[src/sv/mma_pkg.sv]
package mma_pkg;

  localparam int ChannelWidth = 8;
  localparam int SampleWidth  = 12;
  localparam int SampleMax    = (1 << SampleWidth) - 1;

  typedef struct packed {
    logic busy;
    logic done;
  } mma_div_stat_t;

endpackage

[src/sv/mma_if.sv]
interface mma_in_if import mma_pkg::*; ();
  logic                    valid;
  logic                    ready;
  logic [ChannelWidth-1:0] channel;
  logic [SampleWidth-1:0]  sample;

  modport source (output valid, output channel, output sample, input ready);
  modport sink   (input valid, input channel, input sample, output ready);
endinterface

interface mma_out_if import mma_pkg::*; ();
  logic                   valid;
  logic                   ready;
  logic [SampleWidth-1:0] average;
  logic                   bypassed;

  modport source (output valid, output average, output bypassed, input ready);
  modport sink   (input valid, input average, input bypassed, output ready);
endinterface

[src/sv/mma_sample_mem.sv]
module mma_sample_mem import mma_pkg::*; #(
  parameter int Depth = 128,
  parameter int AddrWidth = 7
) (
  input  logic                   clk_i,
  input  logic                   en_i,
  input  logic [AddrWidth-1:0]   addr_i,
  input  logic [SampleWidth-1:0] wdata_i,
  output logic [SampleWidth-1:0] rdata_o
);

  logic [SampleWidth-1:0] mem [Depth];
  logic [SampleWidth-1:0] rdata_q;

  // read old word, write new word at the same address
  always_ff @(posedge clk_i) begin
    if (en_i) begin
      rdata_q      <= mem[addr_i];
      mem[addr_i]  <= wdata_i;
    end
  end

  assign rdata_o = rdata_q;

endmodule

[src/sv/mma_chan_mem.sv]
module mma_chan_mem import mma_pkg::*; #(
  parameter int Depth = 8,
  parameter int AddrWidth = 3,
  parameter int SumWidth = 16,
  parameter int PosWidth = 4
) (
  input  logic                 clk_i,
  input  logic                 rst_ni,
  input  logic                 rd_en_i,
  input  logic [AddrWidth-1:0] rd_addr_i,
  output logic [SumWidth-1:0]  rd_sum_o,
  output logic [PosWidth-1:0]  rd_pos_o,
  output logic                 rd_filled_o,
  input  logic                 wr_en_i,
  input  logic [AddrWidth-1:0] wr_addr_i,
  input  logic [SumWidth-1:0]  wr_sum_i,
  input  logic [PosWidth-1:0]  wr_pos_i,
  input  logic                 wr_filled_i
);

  localparam int EntryWidth = SumWidth + PosWidth + 1;

  logic [EntryWidth-1:0] mem [Depth];
  logic [EntryWidth-1:0] rd_q;
  logic [Depth-1:0]      valid_q;
  logic                  rd_valid_q;

  always_ff @(posedge clk_i or negedge rst_ni) begin
    if (!rst_ni) begin
      valid_q    <= '0;
      rd_valid_q <= 1'b0;
    end else begin
      if (rd_en_i) begin
        rd_valid_q <= valid_q[rd_addr_i];
      end
      if (wr_en_i) begin
        valid_q[wr_addr_i] <= 1'b1;
      end
    end
  end

  always_ff @(posedge clk_i) begin
    if (rd_en_i) begin
      rd_q <= mem[rd_addr_i];
    end
    if (wr_en_i) begin
      mem[wr_addr_i] <= {wr_sum_i, wr_pos_i, wr_filled_i};
    end
  end

  // unwritten entry reads as reset state
  assign rd_sum_o    = rd_valid_q ? rd_q[EntryWidth-1 -: SumWidth] : '0;
  assign rd_pos_o    = rd_valid_q ? rd_q[PosWidth:1] : '0;
  assign rd_filled_o = rd_valid_q & rd_q[0];

endmodule

[src/sv/mma_divider.sv]
module mma_divider import mma_pkg::*; #(
  parameter int DividendWidth = 16,
  parameter int DivisorWidth = 5
) (
  input  logic                     clk_i,
  input  logic                     rst_ni,
  input  logic                     start_i,
  input  logic [DividendWidth-1:0] dividend_i,
  input  logic [DivisorWidth-1:0]  divisor_i,
  output logic [DividendWidth-1:0] quotient_o,
  output mma_div_stat_t            stat_o
);

  localparam int CntWidth = $clog2(DividendWidth + 1);

  logic [CntWidth-1:0]      cnt_q, cnt_d;
  logic                     done_q, done_d;
  logic [DivisorWidth-1:0]  rem_q, rem_d;
  logic [DividendWidth-1:0] quo_q, quo_d;
  logic [DivisorWidth-1:0]  div_q, div_d;
  logic [DivisorWidth:0]    trial;
  logic                     fits;

  assign trial = {rem_q, quo_q[DividendWidth-1]};
  assign fits  = trial >= {1'b0, div_q};

  always_comb begin
    cnt_d  = cnt_q;
    done_d = 1'b0;
    rem_d  = rem_q;
    quo_d  = quo_q;
    div_d  = div_q;
    if (start_i) begin
      cnt_d = CntWidth'(DividendWidth);
      rem_d = '0;
      quo_d = dividend_i;
      div_d = divisor_i;
    end else if (cnt_q != '0) begin
      cnt_d  = cnt_q - 1'b1;
      done_d = (cnt_q == CntWidth'(1));
      if (fits) begin
        rem_d = DivisorWidth'(trial - {1'b0, div_q});
      end else begin
        rem_d = trial[DivisorWidth-1:0];
      end
      quo_d = {quo_q[DividendWidth-2:0], fits};
    end
  end

  always_ff @(posedge clk_i or negedge rst_ni) begin
    if (!rst_ni) begin
      cnt_q  <= '0;
      done_q <= 1'b0;
    end else begin
      cnt_q  <= cnt_d;
      done_q <= done_d;
    end
  end

  always_ff @(posedge clk_i) begin
    rem_q <= rem_d;
    quo_q <= quo_d;
    div_q <= div_d;
  end

  assign quotient_o  = quo_q;
  assign stat_o.busy = (cnt_q != '0);
  assign stat_o.done = done_q;

endmodule

[src/sv/multichannel_moving_average_unit.sv]
// Channel | Dir | Word fields               | Handshake
// in_i    | in  | channel[7:0], sample[11:0] | valid/ready
// out_o   | out | average[11:0], bypassed   | valid/ready
//
// Filtered word: S_RD_SMP, S_UPDATE and S_DIVIDE, then S_DONE; the divide is
// the bit-serial divider, one quotient bit per cycle. Bypassed word: from
// S_IDLE straight to S_DONE. One word is in flight; the output register holds a
// finished result while the next word is taken in.
// Reset is asynchronous; channel state reads as zero until first written.
// A stalled output holds the next result in the done state.
module multichannel_moving_average_unit import mma_pkg::*; #(
  parameter int CHANNELS = 8,
  parameter int WINDOW = 16
) (
  input logic         clk_i,
  input logic         rst_ni,
  mma_in_if.sink      in_i,
  mma_out_if.source   out_o
);

  localparam int ChanIdxWidth = (CHANNELS > 1) ? $clog2(CHANNELS) : 1;
  localparam int PosWidth     = (WINDOW > 1) ? $clog2(WINDOW) : 1;
  localparam int CountWidth   = $clog2(WINDOW + 1);
  localparam int SumWidth     = $clog2(WINDOW * SampleMax + 1);
  localparam int StoreDepth   = CHANNELS * WINDOW;
  localparam int StoreAddrW   = (StoreDepth > 1) ? $clog2(StoreDepth) : 1;

  typedef enum logic [4:0] {
    S_IDLE   = 5'b00001,
    S_RD_SMP = 5'b00010,
    S_UPDATE = 5'b00100,
    S_DIVIDE = 5'b01000,
    S_DONE   = 5'b10000
  } state_e;

  state_e                  state_q, state_d;
  logic [ChanIdxWidth-1:0] ch_q;
  logic [SampleWidth-1:0]  sample_q;
  logic                    bypass_q;
  logic                    out_valid_q, out_valid_d;
  logic [SampleWidth-1:0]  average_q;
  logic                    bypassed_q;

  logic                    in_accept;
  logic                    is_bypass;
  logic [SumWidth-1:0]     chan_sum;
  logic [PosWidth-1:0]     chan_pos;
  logic                    chan_filled;
  logic [SampleWidth-1:0]  old_sample;
  logic [StoreAddrW-1:0]   store_addr;
  logic [SumWidth-1:0]     sum_new;
  logic [CountWidth-1:0]   pos_inc;
  logic                    wrap;
  logic                    filled_new;
  logic [PosWidth-1:0]     pos_new;
  logic [CountWidth-1:0]   divisor;
  logic                    div_start;
  logic [SumWidth-1:0]     quotient;
  mma_div_stat_t           div_stat;
  logic                    out_load;

  assign in_i.ready = (state_q == S_IDLE);
  assign in_accept  = in_i.valid && in_i.ready;
  assign is_bypass  = in_i.channel >= ChannelWidth'(CHANNELS);

  assign store_addr = StoreAddrW'(ch_q) * StoreAddrW'(WINDOW) + StoreAddrW'(chan_pos);

  assign sum_new    = chan_sum - (chan_filled ? SumWidth'(old_sample) : '0)
                      + SumWidth'(sample_q);
  assign pos_inc    = CountWidth'(chan_pos) + 1'b1;
  assign wrap       = (pos_inc == CountWidth'(WINDOW));
  assign filled_new = chan_filled | wrap;
  assign pos_new    = wrap ? '0 : pos_inc[PosWidth-1:0];
  assign divisor    = filled_new ? CountWidth'(WINDOW) : pos_inc;
  assign div_start  = (state_q == S_UPDATE) && !div_stat.busy;

  mma_chan_mem #(
    .Depth     (CHANNELS),
    .AddrWidth (ChanIdxWidth),
    .SumWidth  (SumWidth),
    .PosWidth  (PosWidth)
  ) u_chan_mem (
    .clk_i       (clk_i),
    .rst_ni      (rst_ni),
    .rd_en_i     (in_accept && !is_bypass),
    .rd_addr_i   (in_i.channel[ChanIdxWidth-1:0]),
    .rd_sum_o    (chan_sum),
    .rd_pos_o    (chan_pos),
    .rd_filled_o (chan_filled),
    .wr_en_i     (div_start),
    .wr_addr_i   (ch_q),
    .wr_sum_i    (sum_new),
    .wr_pos_i    (pos_new),
    .wr_filled_i (filled_new)
  );

  mma_sample_mem #(
    .Depth     (StoreDepth),
    .AddrWidth (StoreAddrW)
  ) u_sample_mem (
    .clk_i   (clk_i),
    .en_i    (state_q == S_RD_SMP),
    .addr_i  (store_addr),
    .wdata_i (sample_q),
    .rdata_o (old_sample)
  );

  mma_divider #(
    .DividendWidth (SumWidth),
    .DivisorWidth  (CountWidth)
  ) u_divider (
    .clk_i      (clk_i),
    .rst_ni     (rst_ni),
    .start_i    (div_start),
    .dividend_i (sum_new),
    .divisor_i  (divisor),
    .quotient_o (quotient),
    .stat_o     (div_stat)
  );

  assign out_load = (state_q == S_DONE) && (!out_valid_q || out_o.ready);

  always_comb begin
    state_d = state_q;
    unique case (state_q)
      S_IDLE: begin
        if (in_accept) begin
          state_d = is_bypass ? S_DONE : S_RD_SMP;
        end
      end
      S_RD_SMP: begin
        state_d = S_UPDATE;
      end
      S_UPDATE: begin
        if (!div_stat.busy) begin
          state_d = S_DIVIDE;
        end
      end
      S_DIVIDE: begin
        if (div_stat.done) begin
          state_d = S_DONE;
        end
      end
      S_DONE: begin
        if (out_load) begin
          state_d = S_IDLE;
        end
      end
      default: begin
        state_d = S_IDLE;
      end
    endcase
  end

  always_comb begin
    out_valid_d = out_valid_q;
    priority if (out_load) begin
      out_valid_d = 1'b1;
    end else if (out_o.ready) begin
      out_valid_d = 1'b0;
    end
  end

  always_ff @(posedge clk_i or negedge rst_ni) begin
    if (!rst_ni) begin
      state_q     <= S_IDLE;
      out_valid_q <= 1'b0;
    end else begin
      state_q     <= state_d;
      out_valid_q <= out_valid_d;
    end
  end

  always_ff @(posedge clk_i) begin
    if (in_accept) begin
      ch_q     <= in_i.channel[ChanIdxWidth-1:0];
      sample_q <= in_i.sample;
      bypass_q <= is_bypass;
    end
    if (out_load) begin
      average_q  <= bypass_q ? sample_q : quotient[SampleWidth-1:0];
      bypassed_q <= bypass_q;
    end
  end

  assign out_o.valid    = out_valid_q;
  assign out_o.average  = average_q;
  assign out_o.bypassed = bypassed_q;

endmodule
[src/flat_wrapper.sv]
// flat-port wrapper written by rule: the top's interface ports become plain ports
module multichannel_moving_average_unit_flat import mma_pkg::*;
#(
  parameter int CHANNELS = 8,
  parameter int WINDOW = 16
)
  (clk_i, rst_ni, in_i_valid, in_i_channel, in_i_sample, in_i_ready, out_o_valid, out_o_average, out_o_bypassed, out_o_ready);
  mma_in_if in_i_i ();
  mma_out_if out_o_i ();
  input logic clk_i;
  input logic rst_ni;
  input wire logic [$bits(in_i_i.valid)-1:0] in_i_valid;
  input wire logic [$bits(in_i_i.channel)-1:0] in_i_channel;
  input wire logic [$bits(in_i_i.sample)-1:0] in_i_sample;
  output wire logic [$bits(in_i_i.ready)-1:0] in_i_ready;
  output wire logic [$bits(out_o_i.valid)-1:0] out_o_valid;
  output wire logic [$bits(out_o_i.average)-1:0] out_o_average;
  output wire logic [$bits(out_o_i.bypassed)-1:0] out_o_bypassed;
  input wire logic [$bits(out_o_i.ready)-1:0] out_o_ready;
  assign in_i_i.valid = in_i_valid;
  assign in_i_i.channel = in_i_channel;
  assign in_i_i.sample = in_i_sample;
  assign in_i_ready = in_i_i.ready;
  assign out_o_valid = out_o_i.valid;
  assign out_o_average = out_o_i.average;
  assign out_o_bypassed = out_o_i.bypassed;
  assign out_o_i.ready = out_o_ready;
  multichannel_moving_average_unit #(.CHANNELS(CHANNELS), .WINDOW(WINDOW)) u_core (.clk_i(clk_i), .rst_ni(rst_ni), .in_i(in_i_i), .out_o(out_o_i));
endmodule
[config.mk]
export PLATFORM = sky130hd
export DESIGN_NAME = multichannel_moving_average_unit_flat
export DESIGN_NICKNAME = d
export VERILOG_FILES = /design/src/sv/mma_pkg.sv /design/src/sv/mma_if.sv /design/src/sv/mma_sample_mem.sv /design/src/sv/mma_chan_mem.sv /design/src/sv/mma_divider.sv /design/src/sv/multichannel_moving_average_unit.sv /design/src/flat_wrapper.sv
export SDC_FILE = /design/constraint.sdc
export NUM_CORES = 2
export LEC_CHECK = 0
export BUFFER_PORTS_ARGS = -buffer_cell sky130_fd_sc_hd__clkbuf_2
export CAP_MARGIN = 20
export CORE_MARGIN = 2
export CORE_UTILIZATION = 43
export DETAILED_ROUTE_END_ITERATION = 7
export PLACE_DENSITY = 0.68
export SYNTH_ARGS = -nofsm -noshare
export SYNTH_HDL_FRONTEND = slang
export SYNTH_SLANG_ARGS = --single-unit
[constraint.sdc]
create_clock -name clk_i -period 6.9 [get_ports clk_i]
set_clock_uncertainty 0.2 [all_clocks]
set_input_delay 0.69 -clock clk_i [delete_from_list [all_inputs] [get_ports clk_i]]
set_output_delay 0.69 -clock clk_i [all_outputs]
set_load 0.005 [all_outputs]
# Word level (Yosys, flattened, before mapping)
# Memories as Yosys holds them, arrays and structs flattened. A register that Yosys moved wholly into a read port is not among the register bits.
# Index checks and enable logic that the tools add are counted.
[word_totals]
output_inout_bits = 15
mem_bits_rw = 1704
in_bits = 24
n_memories = 2
regBits = 76
wordCells = 82
[op_classes]
order_cmp = 5
n_eq_ne = 11
n_bitwise = 3
n_addsub = 6
mux = 28
n_reduce_logical = 13
[memory_table]
columns = ["memory", "words", "word_bits", "read_ports", "rd_clocked_by_memory_dff", "wr", "line_no", "rtl"]
rows = [
  ["u_core.u_sample_mem.mem", 128, 12, 1, 1, 1, "mma_sample_mem.sv:12", "logic [SampleWidth-1:0] mem [Depth];"],
  ["u_core.u_chan_mem.mem", 8, 21, 1, 1, 1, "mma_chan_mem.sv:23", "logic [EntryWidth-1:0] mem [Depth];"],
]
[ops]
columns = ["operator", "n"]
rows = [
  ["$mux W16", 3],
  ["$mux W5", 8],
  ["$pmux W5 S5", 1],
  ["$mux W12", 2],
  ["$add A16 B12 Y16", 1],
  ["$sub A16 B16 Y16", 1],
  ["$eq A5 B1 Y1 const B", 2],
  ["$eq A5 B5 Y1 const B", 2],
  ["$mux W1", 10],
  ["$ge A8 B4 Y1 const B", 1],
  ["$lt A3 B4 Y1 const B", 2],
  ["$mux W4", 2],
  ["$or A8 B8 Y8", 1],
  ["$add A7 B4 Y7", 1],
  ["$ge A6 B5 Y1", 1],
  ["$ne A2 B2 Y1 const B", 3],
  ["$add A4 B1 Y5 const B", 1],
  ["$eq A5 B2 Y1 const B", 1],
  ["$eq A5 B3 Y1 const B", 1],
  ["$eq A5 B4 Y1 const B", 1],
  ["$logic_and A1 B1 Y1", 5],
  ["$reduce_bool A5 Y1", 1],
  ["$sub A5 B1 Y5 const B", 1],
  ["$sub A5 B5 Y5", 1],
  ["10 further kinds", 13],
]

# Depth between registers and ports, before layout
[logic_depth]
depth_word = 5
mapped_depth = 16
ltp_nobuf = 12

# Modules after synthesis
# From an unflattened synthesis, not the netlist that was laid out.
[unflattened]
hier_cells = 4190
area_unflattened_um2 = 71806.4
[by_module_without_submodules]
columns = ["mod", "area_per_inst_um2", "instances", "seq_area_each_um2", "cells_each"]
rows = [
  ["mma_sample_mem", 59896.2, 1, 46484.6, 3464],
  ["mma_chan_mem", 7599.8, 1, 5900.7, 324],
  ["multichannel_moving_average_unit", 2727.6, 1, 1022.2, 276],
  ["mma_divider", 1582.8, 1, 880.8, 126],
]

# Least setup slack after synthesis
# OpenSTA, ideal clock, no wires.
[synth_timing]
kind = "register to register"
from = "register u_core.sample_q[1]"
to = "register u_core.u_divider.quo_q[13] (netlist: u_core.u_divider.quotient_o[13]), data pin"
t_arrival_ps = 4605
t_required_ps = 6440
synth_period_minus_slack_ps = 5065
stages_incl_launch_ff = 12
path_buffers = 0
path_slack_ps = 1835
setup_ps = 260
cell_sequence = "edfxtp_1 > inv_1 > fa_1 > inv_1 > ha_1 > a211oi_1 > nor2_1 > o41a_1 > a22o_1 > o41ai_1 > xnor2_1 > mux2_2"
[synth_between]
elab_chain_cells = 2
[synth_rtl]
columns = ["item", "line_no", "rtl"]
rows = [
  ["start, declared", "multichannel_moving_average_unit.sv:38", "logic [SampleWidth-1:0] sample_q;"],
  ["start signal, assigned", "multichannel_moving_average_unit.sv:177", "sample_q <= in_i.sample;"],
  ["$add A16 B12 Y16", "multichannel_moving_average_unit.sv:69", "+ SumWidth'(sample_q);"],
  ["via u_core.sum_new[13]", "multichannel_moving_average_unit.sv:51", "logic [SumWidth-1:0] sum_new;"],
  ["$mux W16", "mma_divider.sv:33", "if (start_i) begin"],
  ["via u_core.u_divider.quo_d[13]", "mma_divider.sv:19", "logic [DividendWidth-1:0] quo_q, quo_d;"],
  ["end signal, assigned", "mma_divider.sv:62", "quo_q <= quo_d;"],
  ["end, declared", "mma_divider.sv:19", ""],
]
# The timed path passes the listed nets, and every way through them passes these cells.
# A chain may end at the register's enable or synchronous reset.

# Worst setup path in the final report
[layout_timing]
from = "register u_core.u_chan_mem.rd_q[2] (read register of u_core.u_chan_mem.mem)"
to = "register u_core.u_sample_mem.rdata_q[4] (netlist: u_core.u_sample_mem.rdata_o[4]) (read register of u_core.u_sample_mem.mem), data pin"
[layout_between]
elab_chain_cells = 2
[layout_rtl]
columns = ["item", "line_no", "rtl"]
rows = [
  ["start, declared", "mma_chan_mem.sv:24", "logic [EntryWidth-1:0] rd_q;"],
  ["$mux W4", "mma_chan_mem.sv:53", "assign rd_pos_o = rd_valid_q ? rd_q[PosWidth:1] : '0;"],
  ["$add A7 B4 Y7", "multichannel_moving_average_unit.sv:66", "assign store_addr = StoreAddrW'(ch_q) * StoreAddrW'(WINDOW) + StoreAddrW'(chan_pos);"],
  ["end, declared", "mma_sample_mem.sv:13", "logic [SampleWidth-1:0] rdata_q;"],
]
# No other way between the ends.

==> flow_summary_export.csv <==
group,metric,value,unit
worst_hold_path,holdPathEnd,"u_core.bypass_q",
die,fp.dieW,410,microns
clock_network,hold_buffers,16,
setup_path,cp_data_required_time,7330,ps
clock_network,cts_root_buf,"clkbuf_16",
route,post_drt_wl_per_cell,33.7,microns
die,io_pins,39,
route,drt_wl_total,227000,microns
sta,rsz0062_at_grt,"no",
global_route,grt_start_max_net_pins,131,
power_and_ir_drop,p_per_area,333,nW/um^2
setup_path,critical_path_class,"reg -> reg",
yosys,synth_edf_count,1787,
power_and_ir_drop,p_clk_frac,0.357,
route,via_count,44100,
sta,setup_tns,0,ps
setup_path,end_kind,"register",
clock_network,clock-sinks,1813,
worst_hold_path,whs_path_depth,4,
setup_path,cp.arrival,5460,ps
sta,slew_viol_final,0,
layout,synthToLayoutAreaGrowth,14.0,%
setup_path,r2r_setup_slack,1870,ps
yosys,synth_area_leaders,"edfxtp_1 (76%), mux2i_1 (3.2%), a22oi_1 (2.2%)",
sta,max-slew-margin-rel,0.0841,
clock_network,postCtsSetupRepairBufs,0,
die,die_h,410,microns
setup_path,slowest_delay,860,ps
placed_design,place.port_buffers,38,
run_status,status,"finished clean",
setup_path,start_kind,"register",
sta,hold_viol,0,
clock_network,cts_buffer_depth,3,
yosys,synth_fp_nets,4236,
power_and_ir_drop,peakVddDrop,0.000269,V
clock_network,cts_inserted_buffers,177,
power_and_ir_drop,p_switching,7.53,mW
yosys,synth_cells,4174,
sta,fmaxAchievable,199,MHz
placed_design,placed_area,74800,sq um
layout,drive_gt1_frac,0.169,
setup_path,critPathMostFrequentCell,"buf_4",
power_and_ir_drop,p_seq_frac,0.488,
yosys,yosysMostFrequentCell,"edfxtp_1",
clock_network,htree_levels,4,
clock_network,cts_resized,0,
setup_path,r2r_start,"u_core.u_chan_mem.rd_q[2]",
sta,tightest_slew,1360,ps
yosys,syn_area,71000,sq um
global_route,grt_use_total,0.264,
route,drc,0,
worst_hold_path,hp-class,"in -> reg",
layout,fillers,13400,
global_route,antenna_found_initial,16,
yosys,ys_seq_elements,1813,
sta,fin_crit,5030,ps
die,start_util,0.432,
clock_network,cts_tree,"yes",
yosys,seq_area_frac_synth,0.764,
yosys,synth.avg_cell_area,17.0,sq um
worst_hold_path,hp-start,"in_i_channel[7]",
route,dr.pass1.iters,7,
yosys,synth_top_area_frac,0.755,
setup_path,critPathMaxFanout,68,
die,core-area,164000,sq um
yosys,synth.largest_area_cell,"edfxtp_1",
power_and_ir_drop,switching_share,0.279,
clock_network,path_clk_slew,60,ps
yosys,synth_ff_type,"edfxtp_1",
clock_network,clock_latency,840,ps
die,num_rows,149,
setup_path,cp_slowest_cell,"nor2b_4",
sta,period_share,0.729,
power_and_ir_drop,p_leak,26.3,nW
route,ant_nets,0,
placed_design,place_hpwl,134000,microns
setup_path,path_cells,"buf_4 -> buf_4 -> nor2b_4 -> buf_12 -> a22oi_1 -> o221ai_1 -> a221oi_1 -> a311oi_1 -> nor3_1 -> nor4_1",
route,drtIter0Drc,8773,
power_and_ir_drop,p_int,19.4,mW
layout,final_core_util,0.492,
yosys,ys_async_sr_fraction,0.0116,
job,timing.max_cap.violations,0,
route,vias_per_cell,6.54,
global_route,grt_pass1_wl,317000,microns
layout,fin_area,81000,sq um
placed_design,gp_congestion,0.973,
setup_path,r2r-end,"u_core.u_sample_mem.rdata_o[4]",
power_and_ir_drop,p_comb_frac,0.155,
yosys,yosys-top-cells-count,"edfxtp_1 (1787), nor2_1 (261), mux2i_1 (229)",
die,die_area,168000,sq um
yosys,yosysUniqueCellTypes,87,
global_route,overflow,0,
sta,setup_viol_count_final,0,
yosys,ys_warn_count,0,
global_route,first_global_vias,42300,
layout,final_net_count,4458,
setup_path,worst_r2r_path_depth,10,
[worst max-delay path by stage]
stage                                 endpoint  cells past startpoint  slack [ps]                      start
2_1_floorplan  u_core.u_divider.quotient_o[13]                     11        1840         u_core.sample_q[1]
3_3_place_gp   u_core.u_sample_mem.rdata_o[11]                      9        2130  u_core.u_chan_mem.rd_q[1]
3_5_place_dp    u_core.u_sample_mem.rdata_o[4]                     10        2120  u_core.u_chan_mem.rd_q[2]
4_1_cts         u_core.u_sample_mem.rdata_o[4]                     10        2130  u_core.u_chan_mem.rd_q[2]
5_1_grt         u_core.u_sample_mem.rdata_o[4]                     10        1900  u_core.u_chan_mem.rd_q[2]
6_report        u_core.u_sample_mem.rdata_o[4]                     10        1870  u_core.u_chan_mem.rd_q[2]
[flip-flops by register name, summed over array words and instances (netlist names), 3 cells and up]
register                     flops
u_core.u_sample_mem.mem       1536
u_core.u_chan_mem.mem          168
u_core.u_chan_mem.rd_q          21
u_core.u_divider.quotient_o     16
u_core.out_o.average            12
u_core.sample_q                 12
u_core.u_sample_mem.rdata_o     12
u_core.u_chan_mem.valid_q        8
u_core.state_q                   5
u_core.u_divider.cnt_q           5
u_core.u_divider.div_q           5
u_core.u_divider.rem_q           5
u_core.ch_q                      3
[metal layers]
layer / share of wire / vias to the layer above / GRT usage
met5: 0.00051 / - / 0.000287
met4: 0.063 / 18 / 0.144
met3: 0.15 / 823 / 0.0965
met2: 0.43 / 3897 / 0.388
met1: 0.35 / 22000 / 0.341
li1: - / 17400 / -
[cell families (layout without fill, tap and decap cells)]
family,Yosys count,count (layout),share of synthesized area
muxes,380,380,0.0648
and+or+nand+nor,624,624,0.0390
adders and majority gates,38,38,0.00807
buffers and inverters,333,701,0.0221
DFF,1813,1813,0.764
other,0,7,0
xor gates and xnor gates,19,19,0.00234
AOI/OAI and AO/OA,967,967,0.0994
[critical path: cells and delay by family (launching register included)]
family	cells	cell delay, ps
compound gates	4	1490
buf+inv	3	1350
flops	1	350
simple gates	3	1310
[final cells by class]
cell class                      instances  area [sq um]  area share
Clock buffer                          218          4700      0.0580
Multi-Input combinational cell       2028         15300       0.189
Antenna cell                            7          17.5    0.000216
Sequential cell                      1813         54300       0.671
Tap cell                             2189          2740      0.0338
Inverter                               61           229     0.00283
Clock inverter                        107          1050      0.0130
Timing Repair Buffer                  315          2600      0.0321
[stage by stage]
step	total power, mW	setup WS [ps]	cells	hold WS [ps]
after floorplan	15.5	1840	4174	194
after global placement	17.2	2130	6306	247
after detailed placement	17.3	2120	6367	249
after CTS	26.8	2130	6708	33.2
after global routing	27.5	1900	6731	137
final	27.0	1870	6738	107
[power by group through the flow]
stage	Combinational, mW	Clock [mW]	Sequential [mW]
floorplan	1.92	0	13.5
global placement	3.88	0	13.4
detailed placement	3.95	0	13.4
CTS	3.98	9.64	13.1
global route	4.29	10.1	13.2
finish	4.18	9.63	13.2
[placed cells by master, fill, tap and decap left out, types with 21 or more instances in the layout]
cell,instances
o21ai_0,117
a221oi_1,91
a31oi_1,21
nand3_1,32
a2111oi_0,21
mux4_2,54
edfxtp_1,1787
mux2_2,96
inv_1,55
a222oi_1,44
buf_4,210
a221o_1,21
nor3_1,23
a22oi_1,207
nand2_1,189
clkinv_2,31
a21oi_1,130
mux2i_1,229
clkbuf_2,37
ha_1,25
nor2_1,254
o211ai_1,29
clkinv_1,44
clkbuf_16,179
o221ai_1,47
clkbuf_1,32
a22o_1,44
o22ai_1,72
a211oi_1,32
buf_6,36
(Power assumes the default switching activity.)
